<file path="src/sv/hkv_pkg.sv">
`timescale 1ns / 1ps
// Shared constants, types and helper functions of the hashed key-value store.
package hkv_pkg;

    localparam int BUCKET_COUNT_DEF = 1024;
    localparam int WAYS_DEF         = 4;
    localparam int KEY_W            = 32;
    localparam int VALUE_W          = 32;
    // Key bits folded into the bucket remainder per cycle
    localparam int HASH_CHUNK       = 8;
    // Wide enough for the largest supported way count
    localparam int WAY_IDX_W        = 4;

    localparam logic               MODE_WRITE = 1'b1;
    localparam logic [VALUE_W-1:0] NO_VALUE   = '1;

    typedef enum logic [1:0] {
        STATUS_WRITTEN   = 2'd0,
        STATUS_FOUND     = 2'd1,
        STATUS_NOT_FOUND = 2'd2,
        STATUS_FULL      = 2'd3
    } status_t;

    typedef enum logic [1:0] {
        S_CLEAR,
        S_IDLE,
        S_HASH,
        S_UPDATE
    } state_t;

    // Lookup outcome of one bucket row: first matching way and first free way
    typedef struct packed {
        logic                 hit;
        logic [WAY_IDX_W-1:0] hit_way;
        logic                 free;
        logic [WAY_IDX_W-1:0] free_way;
    } way_match_t;

    function automatic int index_bits(input int n);
        return (n > 1) ? $clog2(n) : 1;
    endfunction

    // Two's complement magnitude; the most negative key maps to 2^31
    function automatic logic [KEY_W-1:0] key_magnitude(input logic [KEY_W-1:0] k);
        return k[KEY_W-1] ? (~k + KEY_W'(1)) : k;
    endfunction

endpackage

</file>
<file path="src/sv/hkv_hash.sv">
`timescale 1ns / 1ps
// Bucket index unit: magnitude of the key modulo the bucket count.
module hkv_hash #(
    parameter int  BUCKET_COUNT = hkv_pkg::BUCKET_COUNT_DEF,
    localparam int BW           = hkv_pkg::index_bits(BUCKET_COUNT)
) (
    input  logic                      clk,
    input  logic                      rst_n,
    input  logic                      start,
    input  logic [hkv_pkg::KEY_W-1:0] key,
    output logic                      done,
    output logic [BW-1:0]             bucket
);
    import hkv_pkg::*;

    localparam bit POW2 = (BUCKET_COUNT & (BUCKET_COUNT - 1)) == 0;

    logic [KEY_W-1:0] mag_reg;

    // Capture the key magnitude at the start of each word
    always_ff @(posedge clk or negedge rst_n)
    begin
        if (!rst_n)
        begin
            mag_reg <= '0;
        end
        else if (start)
        begin
            mag_reg <= key_magnitude(key);
        end
    end

    generate
        if (POW2)
        begin : g_mask
            // Power-of-two bucket count: the remainder is a mask
            assign bucket = BW'(mag_reg & KEY_W'(BUCKET_COUNT - 1));
            assign done   = 1'b1;
        end
        else
        begin : g_iter
            localparam int RW     = BW + 1;
            localparam int CHUNKS = KEY_W / HASH_CHUNK;
            localparam int CW     = $clog2(CHUNKS + 1);
            localparam int SW     = index_bits(CHUNKS);

            logic [RW-1:0]         rem_reg;
            logic [RW-1:0]         rem_next;
            logic [CW-1:0]         cnt_reg;
            logic [SW-1:0]         sel;
            logic [HASH_CHUNK-1:0] chunk;

            assign done   = (cnt_reg == CW'(CHUNKS));
            assign bucket = rem_reg[BW-1:0];

            // Pick the next key chunk, most significant first
            always_comb
            begin
                sel   = done ? '0 : SW'(CHUNKS - 1 - int'(cnt_reg));
                chunk = mag_reg[sel*HASH_CHUNK +: HASH_CHUNK];
            end

            // Fold one chunk into the remainder, one conditional subtract per bit
            always_comb
            begin
                rem_next = rem_reg;
                for (int i = HASH_CHUNK - 1; i >= 0; i--)
                begin
                    rem_next = {rem_next[RW-2:0], chunk[i]};
                    if (rem_next >= RW'(BUCKET_COUNT))
                    begin
                        rem_next = rem_next - RW'(BUCKET_COUNT);
                    end
                end
            end

            // Restart on a new word, advance until all chunks are folded
            always_ff @(posedge clk or negedge rst_n)
            begin
                if (!rst_n)
                begin
                    cnt_reg <= CW'(CHUNKS);
                    rem_reg <= '0;
                end
                else if (start)
                begin
                    cnt_reg <= '0;
                    rem_reg <= '0;
                end
                else if (!done)
                begin
                    cnt_reg <= cnt_reg + CW'(1);
                    rem_reg <= rem_next;
                end
            end
        end
    endgenerate

endmodule

</file>
<file path="config.mk">
export PLATFORM = sky130hd
export DESIGN_NAME = hkv_hash
export DESIGN_NICKNAME = d
export VERILOG_FILES = /design/src/sv/hkv_pkg.sv /design/src/sv/hkv_hash.sv
export SDC_FILE = /design/constraint.sdc
export NUM_CORES = 1
export LEC_CHECK = 0
export BUFFER_PORTS_ARGS = -buffer_cell sky130_fd_sc_hd__buf_2
export CORE_MARGIN = 1.5
export CORE_UTILIZATION = 43
export CTS_CLUSTER_DIAMETER = 150
export DETAILED_ROUTE_END_ITERATION = 10
export PLACE_DENSITY_LB_ADDON = 0.15
export SYNTH_ARGS = -nofsm -noshare
export SYNTH_HDL_FRONTEND = slang
export SYNTH_SLANG_ARGS = --single-unit
export TNS_END_PERCENT = 5
</file>
<file path="constraint.sdc">
create_clock -name clk -period 1.8 [get_ports clk]
set_input_delay 0.27 -clock clk [delete_from_list [all_inputs] [get_ports clk]]
set_output_delay 0.27 -clock clk [all_outputs]
set_load 0.01 [all_outputs]
</file>
==> impl_metrics.yaml <==
global_route:
  grt_pass1_wl_um: 2435
  grt_most_used_layer: "met2"
  grt_pass1_vias: 539
  track_usage: 0.1777
  use_met1: 0.2340
  grt_max_degree: 27
  use_met2: 0.2667
  met3_usage: 0.03404
  antenna_found_initial: 0
  gr-total-overflow: 0
min_path:
  min-delay-path-class: "in2reg"
die:
  core_um2: 1489
  die_h_um: 42.79
  num_io_pins: 46
  fp.dieArea_um2: 1831
  die_x_um: 42.79
  start_util: 0.4571
  num_rows: 14
sta:
  fin_crit_sh: 0.6521
  whs_ns: 0.3154
  rsz0062_at_grt: "no"
  fmax_mhz: 852.0
  fin_setup_tns_ns: 0
  skew_ns: 0
  hold_viol: 0
  finalSetupViolCount: 0
  slew_viol_final: 0
  fin_crit_ns: 1.174
synth:
  netlist_area_um2: 680.7
  seq_area_frac_synth: 0.3676
  syn_area_per_cell_um2: 9.454
  ys.flop_type: "dfrtp_1"
  yosys_register_bits: 10
  synth-edff-count: 0
  synth_cell_types: 37
  yosys_warnings: 0
  syn-num-nets: 108
  async_flop_share: 1.000
  synthCells: 72
critical_path:
  crit_type: "in2reg"
  crit_fanout: 5
  end_kind: "register"
  timing.critical_path.required_ns: 1.94
  start_kind: "input pin"
  crit_arrival_ns: 1.31
pwr:
  p_clk_frac: 0.267
  internal_power_uw: 393.7
  p_comb_frac: 0.267
  max-vdd-ir-drop_v: 0.0003675
  leakagePower_uw: 0.0003694
  finalPower_uw: 563.8
  power_switching_uw: 170.1
  swShare: 0.3017
  power_density_nw_per_um2: 688.0
  seq_power_share: 0.466
routing:
  wl_per_cell_um: 12.72
  drt_wl_total_um: 1412
  drc_errors: 0
  vias_per_cell: 5.514
  drtIter0Drc: 13
  firstDrtPassIters: 4
  num_vias: 612
  antenna_left: 0
cells_and_area:
  finalNetCount: 133
  largest_reg_flops: 10
  areaGrowthSynthToFinish_pct: 20.40
  fillers: 142
  drive_above_1_share: 0.3263
  antenna_cells: 0
run:
  maxCapViolations: 0
placed_design:
  port_buffers: 23
  gp_congestion: 0.7074
  dp_hpwl_um: 1072
clock_network:
  root_buffer: "clkbuf_4"
  h-tree-depth: 1
  numCtsBuffers: 3
  clkLatencyLatePin_ns: 0.25
  cts_buffer_depth: 2
  tritoncts: "built"
  post_cts_buffers: 0
  clk_pin_slew_worst_paths_ns: 0.07
  clock-sinks: 10
  postCtsResizedCells: 0
outcome:
  status: "finished, final reports clean"
[metal layers]
metal / wire length [µm] / share of wire
met1: 664 / 0.47
met2: 660 / 0.47
met3: 77 / 0.055
met4: 9 / 0.0064
met5: 0 / 0
[worst max-delay path, stage by stage]
cell	delay, ns
buf_2	0.13
inv_1	0.05
ha_1	0.18
nor4b_2	0.37
a2111oi_1	0.14
nand3b_1	0.17
[power groups by stage]
stage | logic (µW) | clock network, µW | registers (µW)
6_report | 151 | 151 | 263
5_1_grt | 167 | 168 | 267
4_1_cts | 152 | 155 | 264
3_5_place_dp | 150 | 0 | 267
3_3_place_gp | 148 | 0 | 265
2_1_floorplan | 70.5 | 0 | 281
[Yosys cell counts (all sizes together), types with 2 or more instances]
library cell  number  share of area
nand4              4          0.037
nand3b             4          0.044
buf                4          0.042
a2111oi            2          0.028
nor3               2          0.031
nand3              2          0.015
a21oi              4          0.029
a31oi              4          0.037
dfrtp             10           0.37
a2111o             2          0.033
nor4               2          0.028
nor2               4          0.022
inv                6          0.033
nor2b              5          0.046
[area by class of cell]
type / instances / area, µm² / share of cell area
well taps: 16 / 20.02 / 0.02443
flip-flops and latches: 10 / 250.2 / 0.3053
clock buffers: 3 / 22.52 / 0.02748
multi-input cells: 52 / 379.1 / 0.4626
repair buffers: 24 / 125.1 / 0.1527
inverters: 6 / 22.52 / 0.02748
[worst paths after layout]
path	start	end	slack, ns	cells after the start
max	key[0]	mag_reg[8]	0.63	6
min	key[7]	mag_reg[7]	0.32	3
max reg2reg	mag_reg[9]	mag_reg[9]	0.83	3
min reg2reg	mag_reg[4]	mag_reg[4]	0.51	2
max in group asynchronous	rst_n	mag_reg[0]	1.20	2
min in group asynchronous	rst_n	mag_reg[4]	0.41	2
[layout by cell type (no fill, tap or decap), drive strengths merged, types with 2 or more instances in the layout]
cell,instances
a2111o,2
a2111oi,2
a21oi,4
a31oi,4
buf,23
clkbuf,3
dfrtp,10
inv,6
nand3,2
nand3b,4
nand4,4
nor2,4
nor2b,5
nor3,2
nor4,2
[repair_timing]
action / CTS / global route
endpoints found under the hold margin: 10 / 0
endpoints found under the setup margin: 0 / 0
hold buffers: 1 / 0
[metrics by stage]
| stage | worst slack [ns] | instances | util | cell area, µm² |
|---|---|---|---|---|
| 2_1_floorplan | 0.6224 | 72 | - | 680.7 |
| 3_3_place_gp | 0.3808 | 107 | 0.5286 | 787.0 |
| 3_5_place_dp | 0.3542 | 107 | 0.5286 | 787.0 |
| 4_1_cts | 0.6251 | 111 | 0.5504 | 819.5 |
| 5_1_grt | 0.5432 | 111 | 0.5504 | 819.5 |
| 6_report | 0.6262 | 111 | 0.5504 | 819.5 |
[logic make-up after synthesis]
family / Yosys count / synth area share
AND/OR/NAND/NOR: 30 / 0.3015
AO/OA/AOI/OAI: 16 / 0.1746
flip-flops: 10 / 0.3676
buffers and inverters: 10 / 0.07537
XOR/XNOR: 2 / 0.02574
multiplexers: 2 / 0.03125
adder cells (fa/ha/maj): 1 / 0.01838
other: 1 / 0.005509
Note: power is estimated with default switching activity, not from simulation.
