==> src/sv/hkv_pkg.sv <==
`timescale 1ns / 1ps
// Shared constants, types and helper functions of the hashed key-value store.
package hkv_pkg;

    localparam int BUCKET_COUNT_DEF = 1024;
    localparam int WAYS_DEF         = 4;
    localparam int KEY_W            = 32;
    localparam int VALUE_W          = 32;
    // Key bits folded into the bucket remainder per cycle
    localparam int HASH_CHUNK       = 8;
    // Wide enough for the largest supported way count
    localparam int WAY_IDX_W        = 4;

    localparam logic               MODE_WRITE = 1'b1;
    localparam logic [VALUE_W-1:0] NO_VALUE   = '1;

    typedef enum logic [1:0] {
        STATUS_WRITTEN   = 2'd0,
        STATUS_FOUND     = 2'd1,
        STATUS_NOT_FOUND = 2'd2,
        STATUS_FULL      = 2'd3
    } status_t;

    typedef enum logic [1:0] {
        S_CLEAR,
        S_IDLE,
        S_HASH,
        S_UPDATE
    } state_t;

    // Lookup outcome of one bucket row: first matching way and first free way
    typedef struct packed {
        logic                 hit;
        logic [WAY_IDX_W-1:0] hit_way;
        logic                 free;
        logic [WAY_IDX_W-1:0] free_way;
    } way_match_t;

    function automatic int index_bits(input int n);
        return (n > 1) ? $clog2(n) : 1;
    endfunction

    // Two's complement magnitude; the most negative key maps to 2^31
    function automatic logic [KEY_W-1:0] key_magnitude(input logic [KEY_W-1:0] k);
        return k[KEY_W-1] ? (~k + KEY_W'(1)) : k;
    endfunction

endpackage

==> src/sv/hkv_match.sv <==
`timescale 1ns / 1ps
// Way compare: finds the first valid way holding the key and the first free way.
module hkv_match #(
    parameter int WAYS = hkv_pkg::WAYS_DEF
) (
    input  logic [WAYS-1:0]                     row_valid,
    input  logic [WAYS-1:0][hkv_pkg::KEY_W-1:0] row_key,
    input  logic [hkv_pkg::KEY_W-1:0]           key,
    output hkv_pkg::way_match_t                 result
);
    import hkv_pkg::*;

    // Scan from the top way down so the lowest-numbered way wins
    always_comb
    begin
        result = '0;
        for (int w = WAYS - 1; w >= 0; w--)
        begin
            if (row_valid[w] && (row_key[w] == key))
            begin
                result.hit     = 1'b1;
                result.hit_way = WAY_IDX_W'(w);
            end
            if (!row_valid[w])
            begin
                result.free     = 1'b1;
                result.free_way = WAY_IDX_W'(w);
            end
        end
    end

endmodule

==> config.mk <==
export PLATFORM = sky130hd
export DESIGN_NAME = hkv_match
export DESIGN_NICKNAME = d
export VERILOG_FILES = /design/src/sv/hkv_pkg.sv /design/src/sv/hkv_match.sv
export SDC_FILE = /design/constraint.sdc
export NUM_CORES = 1
export LEC_CHECK = 0
export BUFFER_PORTS_ARGS = -buffer_cell sky130_fd_sc_hd__buf_2
export CAP_MARGIN = 20
export CORE_ASPECT_RATIO = 0.7
export CORE_UTILIZATION = 30
export DETAILED_ROUTE_END_ITERATION = 12
export PLACE_DENSITY = 0.74
export SETUP_SLACK_MARGIN = 0.02
export SLEW_MARGIN = 30
export SYNTH_ARGS = -nofsm -noshare
export SYNTH_HDL_FRONTEND = slang
export SYNTH_SLANG_ARGS = --single-unit
==> constraint.sdc <==
create_clock -name vclk -period 2.27
set_input_delay 0.3405 -clock vclk [all_inputs]
set_output_delay 0.3405 -clock vclk [all_outputs]
set_load 0.02 [all_outputs]
==> key figures, run 1 <==
Route
  • Vias/cell: 4.573
  • Via Count: 2,140
  • DR iter-0 viols: 67
  • ANT nets after route: 0
  • Drt drc: 0
  • Drt total wl: 7132 um
  • Pre-Repair DR Iteration Count: 4
  • Avg WL per Cell: 15.24 um

Setup path
  • CP Launch Type: primary input
  • Req. time, crit path: 1.93 ns
  • Worst setup path start: key[26]
  • CP Max Fanout: 4
  • Worst setup path category: primary input to primary output
  • CP Capture Type: primary output
  • Crit path DAT: 1.98 ns

Logic synthesis
  • Synth area leaders: xnor2_1 (37%), xor2_1 (35%), nand4_1 (6.5%), nor4_1 (6.5%), nand3_1 (2.0%)
  • Mapped Cells: 193
  • Area leader, netlist: xnor2_1
  • Synth top area share: 37.17%
  • Seq/Total Area, Yosys: 0%
  • Most common cell in the synthesized netlist: xnor2_1
  • Commonest cells post-synth: xnor2_1 (65), xor2_1 (61), nand4_1 (16), nor4_1 (16), nand3_1 (6)
  • Post-Syn Area: 1531 sq um
  • Unique cell type count in the Yosys netlist: 22
  • Mean area per synthesized cell: 7.935 sq um
  • Synthesis Warnings: 0

Min path
  • Min-Delay Path Depth: 3
  • Hold Path Class: primary input to primary output
  • WHS Endpoint: result[1]
  • Hold Startpoint: row_valid[2]

Global route
  • Global-route wire length before repair: 9922 um
  • Largest net degree at the start of global routing: 5
  • Vias in the first global route: 2,044
  • Initial antenna violation count: 0
  • Grt total ovfl: 0
  • Tot GR Track Use: 24.61%

Run
  • Max-Cap Viols: 0

Timing
  • FMAX: 0.4309 GHz
  • Tcrit/Tclk final: 102.2%
  • Min Hold Slack: 1.012 ns
  • Final setup violating endpoints: 1
  • Crit path time final: 2.321 ns
  • Max-slew violation count: 0
  • RSZ-0062 raised after global routing: yes
  • Setup WS post-layout: -0.05095 ns
  • Hold Fails Final Rpt: 0

Floorplanning
  • Die area: 5399 sq um
  • I/O pin cnt: 174
  • Die height: 61.78 um
  • Initial Utilization: 31.68%
  • Die width: 87.40 um
  • Placeable Area: 4835 sq um
  • Rows: 21

Placed design
  • DPL Wire Length: 6303 um
  • Setup slack after placement: -0.1793 ns
  • Placed cell area: 2706 sq um
  • GPL Wtd Cong: 0.8629
  • Port Buffers: 170

Cells and area
  • Final instance area: 2970 sq um
  • Final nets: 565
  • Clock buffer count in the final layout: 0
  • Seq cells: 0
  • ANT cells: 0
  • Filler cells: 472
  • Seq. cell area: 0 sq um
  • Area Growth Syn to Fin: 93.95%
  • Layout cells sized above 1: 57.89%

Pwr
  • Maximum vdd drop: 0.09167 mV
  • Leakage power: 1.388 nW
  • Power, Total: 0.5429 mW
  • Cell Pwr Density: 182.8 nW/um^2

Status
  • Run status: finished with violations
  • Failing checks: setup timing

Clocking
  • Hold Buf Count CTS: 0
-- worst max-delay path by stage --
| stage | endpoint | depth (start not counted) | slack (ns) |
|---|---|---|---|
| after floorplan | result[6] | 6 | 0.24 |
| after global placement | result[6] | 8 | -0.16 |
| after detailed placement | result[6] | 8 | -0.18 |
| after CTS | result[6] | 10 | -0.08 |
| after global routing | result[6] | 10 | -0.21 |
| final | result[6] | 10 | -0.05 |
-- metrics by stage --
| stage | util [%] | instances | setup TNS [ns] |
|---|---|---|---|
| after floorplan | - | 196 | 0 |
| after global placement | 55.98 | 463 | -0.4362 |
| after detailed placement | 55.98 | 463 | -0.4313 |
| after CTS | 58.13 | 465 | -0.07505 |
| after global routing | 61.44 | 468 | -0.4107 |
| final | 61.44 | 468 | -0.05095 |
-- critical path, cell delays in order --
cell      delay, ns
buf_2          0.14
buf_4          0.14
xnor2_1        0.12
nand4_1        0.11
nor4_2         0.30
buf_4          0.15
nand3_1        0.09
nor2b_1        0.17
a311oi_2       0.23
buf_4          0.19
-- cells in the final DEF, fill, tap and decap left out, types with 2 or more instances in the layout --
master,count
buf_2,156
buf_4,37
buf_6,14
conb_1,4
nand2_1,4
nand2b_1,2
nand3_1,5
nand4_1,16
nor3_1,3
nor4_1,5
nor4_2,12
o2111ai_1,2
xnor2_1,65
xor2_1,56
xor2_2,5
-- area by class of cell --
| class | instances | area, sq um | area share (%) |
|---|---|---|---|
| repair buffers | 208 | 1236 | 41.62 |
| well taps | 69 | 86.33 | 2.906 |
| inverters | 2 | 7.507 | 0.2527 |
| multi-input cells | 189 | 1640 | 55.22 |
-- routing by layer --
| metal | share of wire (%) | global-route usage (%) | vias to the layer above |
|---|---|---|---|
| met5 | 0 | 0 | - |
| met4 | 1.0 | 2.810 | 0 |
| met3 | 7.7 | 3.567 | 6 |
| met2 | 48 | 44.20 | 101 |
| met1 | 43 | 32.76 | 963 |
| li1 | - | - | 1070 |
-- cell families (layout without fill, tap and decap cells) --
logic type / after synthesis / after routing / share of synthesized area, %
other cells: 1 / 4 / 0.2449
buf+inv: 7 / 210 / 2.695
simple gates: 52 / 52 / 20.75
xor+xnor: 126 / 126 / 72.06
compound gates: 7 / 7 / 4.248
-- report_power, final --
group,total (mW),internal (mW),leakage (nW),switching [mW]
sequential,0,0,0,0
combinational,0.543,0.295,1.39,0.248
clock,0,0,0,0
-- repair_timing --
item                                    in CTS  in global routing
setup buffers                                2                  3
endpoints found under the setup margin       3                  3
pin swaps                                    9                 10
gates resized for setup                     18                 33
endpoints found under the hold margin        0                  0
No activity file was read; power rests on OpenSTA's default activity.
==> inputs of run 2 (changes only) <==
- CORE_UTILIZATION: 30 -> 36
- GPL_TIMING_DRIVEN: unset -> 0
- PLACE_DENSITY: 0.74 -> 0.86
==> key figures, run 2 (same netlist as run 1, synthesis figures left out) <==
Route
  • Drt drc: 0 (unchanged)
  • Avg WL per Cell: 15.91 um (+4.4%)
  • ANT nets after route: 0 (unchanged)
  • Vias/cell: 4.876 (+6.6%)
  • DR iter-0 viols: 57 (-15%)
  • Via Count: 2,043 (-4.5%)
  • Drt total wl: 6665 um (-6.5%)
  • Pre-Repair DR Iteration Count: 4 (unchanged)

Timing
  • RSZ-0062 raised after global routing: yes
  • Max-slew violation count: 0 (unchanged)
  • Crit path time final: 2.329 ns (+0.008450 ns)
  • Final setup violating endpoints: 2 (+1)
  • FMAX: 0.4293 GHz (-0.36%)
  • Hold Fails Final Rpt: 0 (unchanged)
  • Setup WS post-layout: -0.05940 ns (-0.008449 ns)
  • Tcrit/Tclk final: 102.6% (+0.37 points)

Setup path
  • Crit path DAT: 1.99 ns (about the same)
  • CP Max Fanout: 2 (-2)
  • Req. time, crit path: 1.93 ns (about the same)
  • Slowest cell delay on critical path: 0.34 ns (+0.04 ns)
  • Worst setup path category: primary input to primary output
  • CP Launch Type: primary input
  • Worst setup path start: key[23]
  • Slowest CP cell: nor4_4
  • Crit path top cell by count: nor4_4
  • Crit-path cells: buf_12 > xor2_4 > nor4_4 > nand4_1 > nor4_4 > nor2b_2 > a311oi_2 > buf_4
  • CP Capture Type: primary output

Status
  • Run status: finished with violations
  • Failing checks: setup timing

Cells and area
  • Post-layout util: 69.05% (+7.6 points)
  • Area Growth Syn to Fin: 80.07%
  • Non-filler instance count after layout: 419 (-10%)
  • ANT cells: 0 (unchanged)
  • Layout cells sized above 1: 53.95% (-3.9 points)
  • Seq. cell area: 0 sq um (unchanged)
  • Final nets: 533 (-5.7%)
  • Clock buffer count in the final layout: 0 (unchanged)
  • Most frequent cells in the layout: buf_2 (148), xnor2_1 (65), xor2_1 (51), nand4_1 (16), buf_6 (13)
  • Seq cells: 0 (unchanged)
  • Commonest non-fill, non-tap cell in the layout: buf_2

Floorplanning
  • Die width: 79.96 um (-8.5%)
  • Initial Utilization: 38.35% (+6.7 points)
  • Placeable Area: 3994 sq um (-17%)
  • Die area: 4523 sq um (-16%)
  • I/O pin cnt: 174 (unchanged)
  • Die height: 56.57 um (-8.4%)
  • Rows: 19 (-9.5%)

Global route
  • Grt total ovfl: 0 (unchanged)
  • Global-route wire length before repair: 9625 um (-3.0%)
  • Largest net degree at the start of global routing: 6 (+1)
  • Vias in the first global route: 2,042 (-0.098%)
  • Initial antenna violation count: 0 (unchanged)
  • Tot GR Track Use: 27.93% (+3.3 points)

Min path
  • Hold Startpoint: row_valid[3]
  • Hold Path Class: primary input to primary output

Placed design
  • Port Buffers: 169 (-0.59%)
  • GPL Wtd Cong: 0.8520 (-1.3%)
  • DPL Wire Length: 5711 um (-9.4%)
  • Placed instance count: 417 (-9.9%)

Pwr
  • Sw frac: 46.94% (+1.2 points)
  • Net switching power figure: 0.2402 mW (-3.3%)
  • Sequential share of power: 0% (unchanged)
  • Cell Pwr Density: 185.6 nW/um^2 (+1.5%)
  • Leakage power: 1.261 nW (-9.1%)
  • Maximum vdd drop: 0.1219 mV (+33%)
  • Comb pwr share: 100.0% (about the same)
  • Clock Power Share: 0% (unchanged)
  • Internal power: 0.2715 mW (-7.8%)

Run
  • Max-Cap Viols: 0 (unchanged)

Clocking
  • Hold Buf Count CTS: 0 (unchanged)
[run 2: cell types whose count changed in the layout (fill, tap and decap cells not counted), moves of 2 or more]
cell and delta:
xor2_4 +2, buf_4 -25, nor4_2 -7, nor4_4 +2, xor2_1 -5, xor2_2 +3
buf_2 -8, nor4_1 +5
[run 2: repair_timing]
item,4_1_cts,5_1_grt
resized for setup,19,52
setup endpoints to repair,3,3
pin swaps,10,13
buffers inserted,1,1
[run 2: critical path, delay by kind of cell]
kind / cells / cell delay, ns
compound gates: 1 / 0.19
xor+xnor: 1 / 0.18
buf+inv: 2 / 0.29
simple gates: 4 / 0.99
[run 2: metrics by stage]
stage / worst slack (ns) / setup TNS (ns) / total power [mW] / hold slack, ns / cell area [sq um]
after floorplan: 0.2364 / 0 / 0.2112 / 0.8047 / 1543
after global placement: -0.1837 / -0.4130 / 0.4444 / 0.9958 / 2454
after detailed placement: -0.2441 / -0.5474 / 0.4545 / 1.003 / 2454
after CTS: -0.06592 / -0.06592 / 0.4714 / 1.003 / 2546
after global routing: -0.1358 / -0.3200 / 0.5538 / 1.015 / 2758
final: -0.05940 / -0.09806 / 0.5117 / 1.011 / 2758
[run 2: path summary, 6_finish.rpt]
path,cells past startpoint,to
min,3,result[1]
max,8,result[6]
[run 2: layout make-up]
cell class / instances / area [sq um]
fillers: 342 / 1236
plain buffers: 5 / 33.78
inverters: 2 / 7.507
multi-input cells: 189 / 1669
repair buffers: 171 / 982.2
well taps: 52 / 65.06
[run 2: power by group through the flow]
stage | clock, mW | sequential [mW] | combinational [mW]
after floorplan | 0 | 0 | 0.211
after global placement | 0 | 0 | 0.444
after detailed placement | 0 | 0 | 0.455
after CTS | 0 | 0 | 0.471
after global routing | 0 | 0 | 0.554
final | 0 | 0 | 0.512
[run 2: routing by layer]
layer | part of all wire (%) | vias to the layer above | GRT usage, %
met3 | 8.2 | 6 | 3.252
li1 | - | 1005 | -
met1 | 40 | 919 | 35.96
met2 | 51 | 113 | 51.16
met5 | 0 | - | 0
met4 | 0.89 | 0 | 2.806
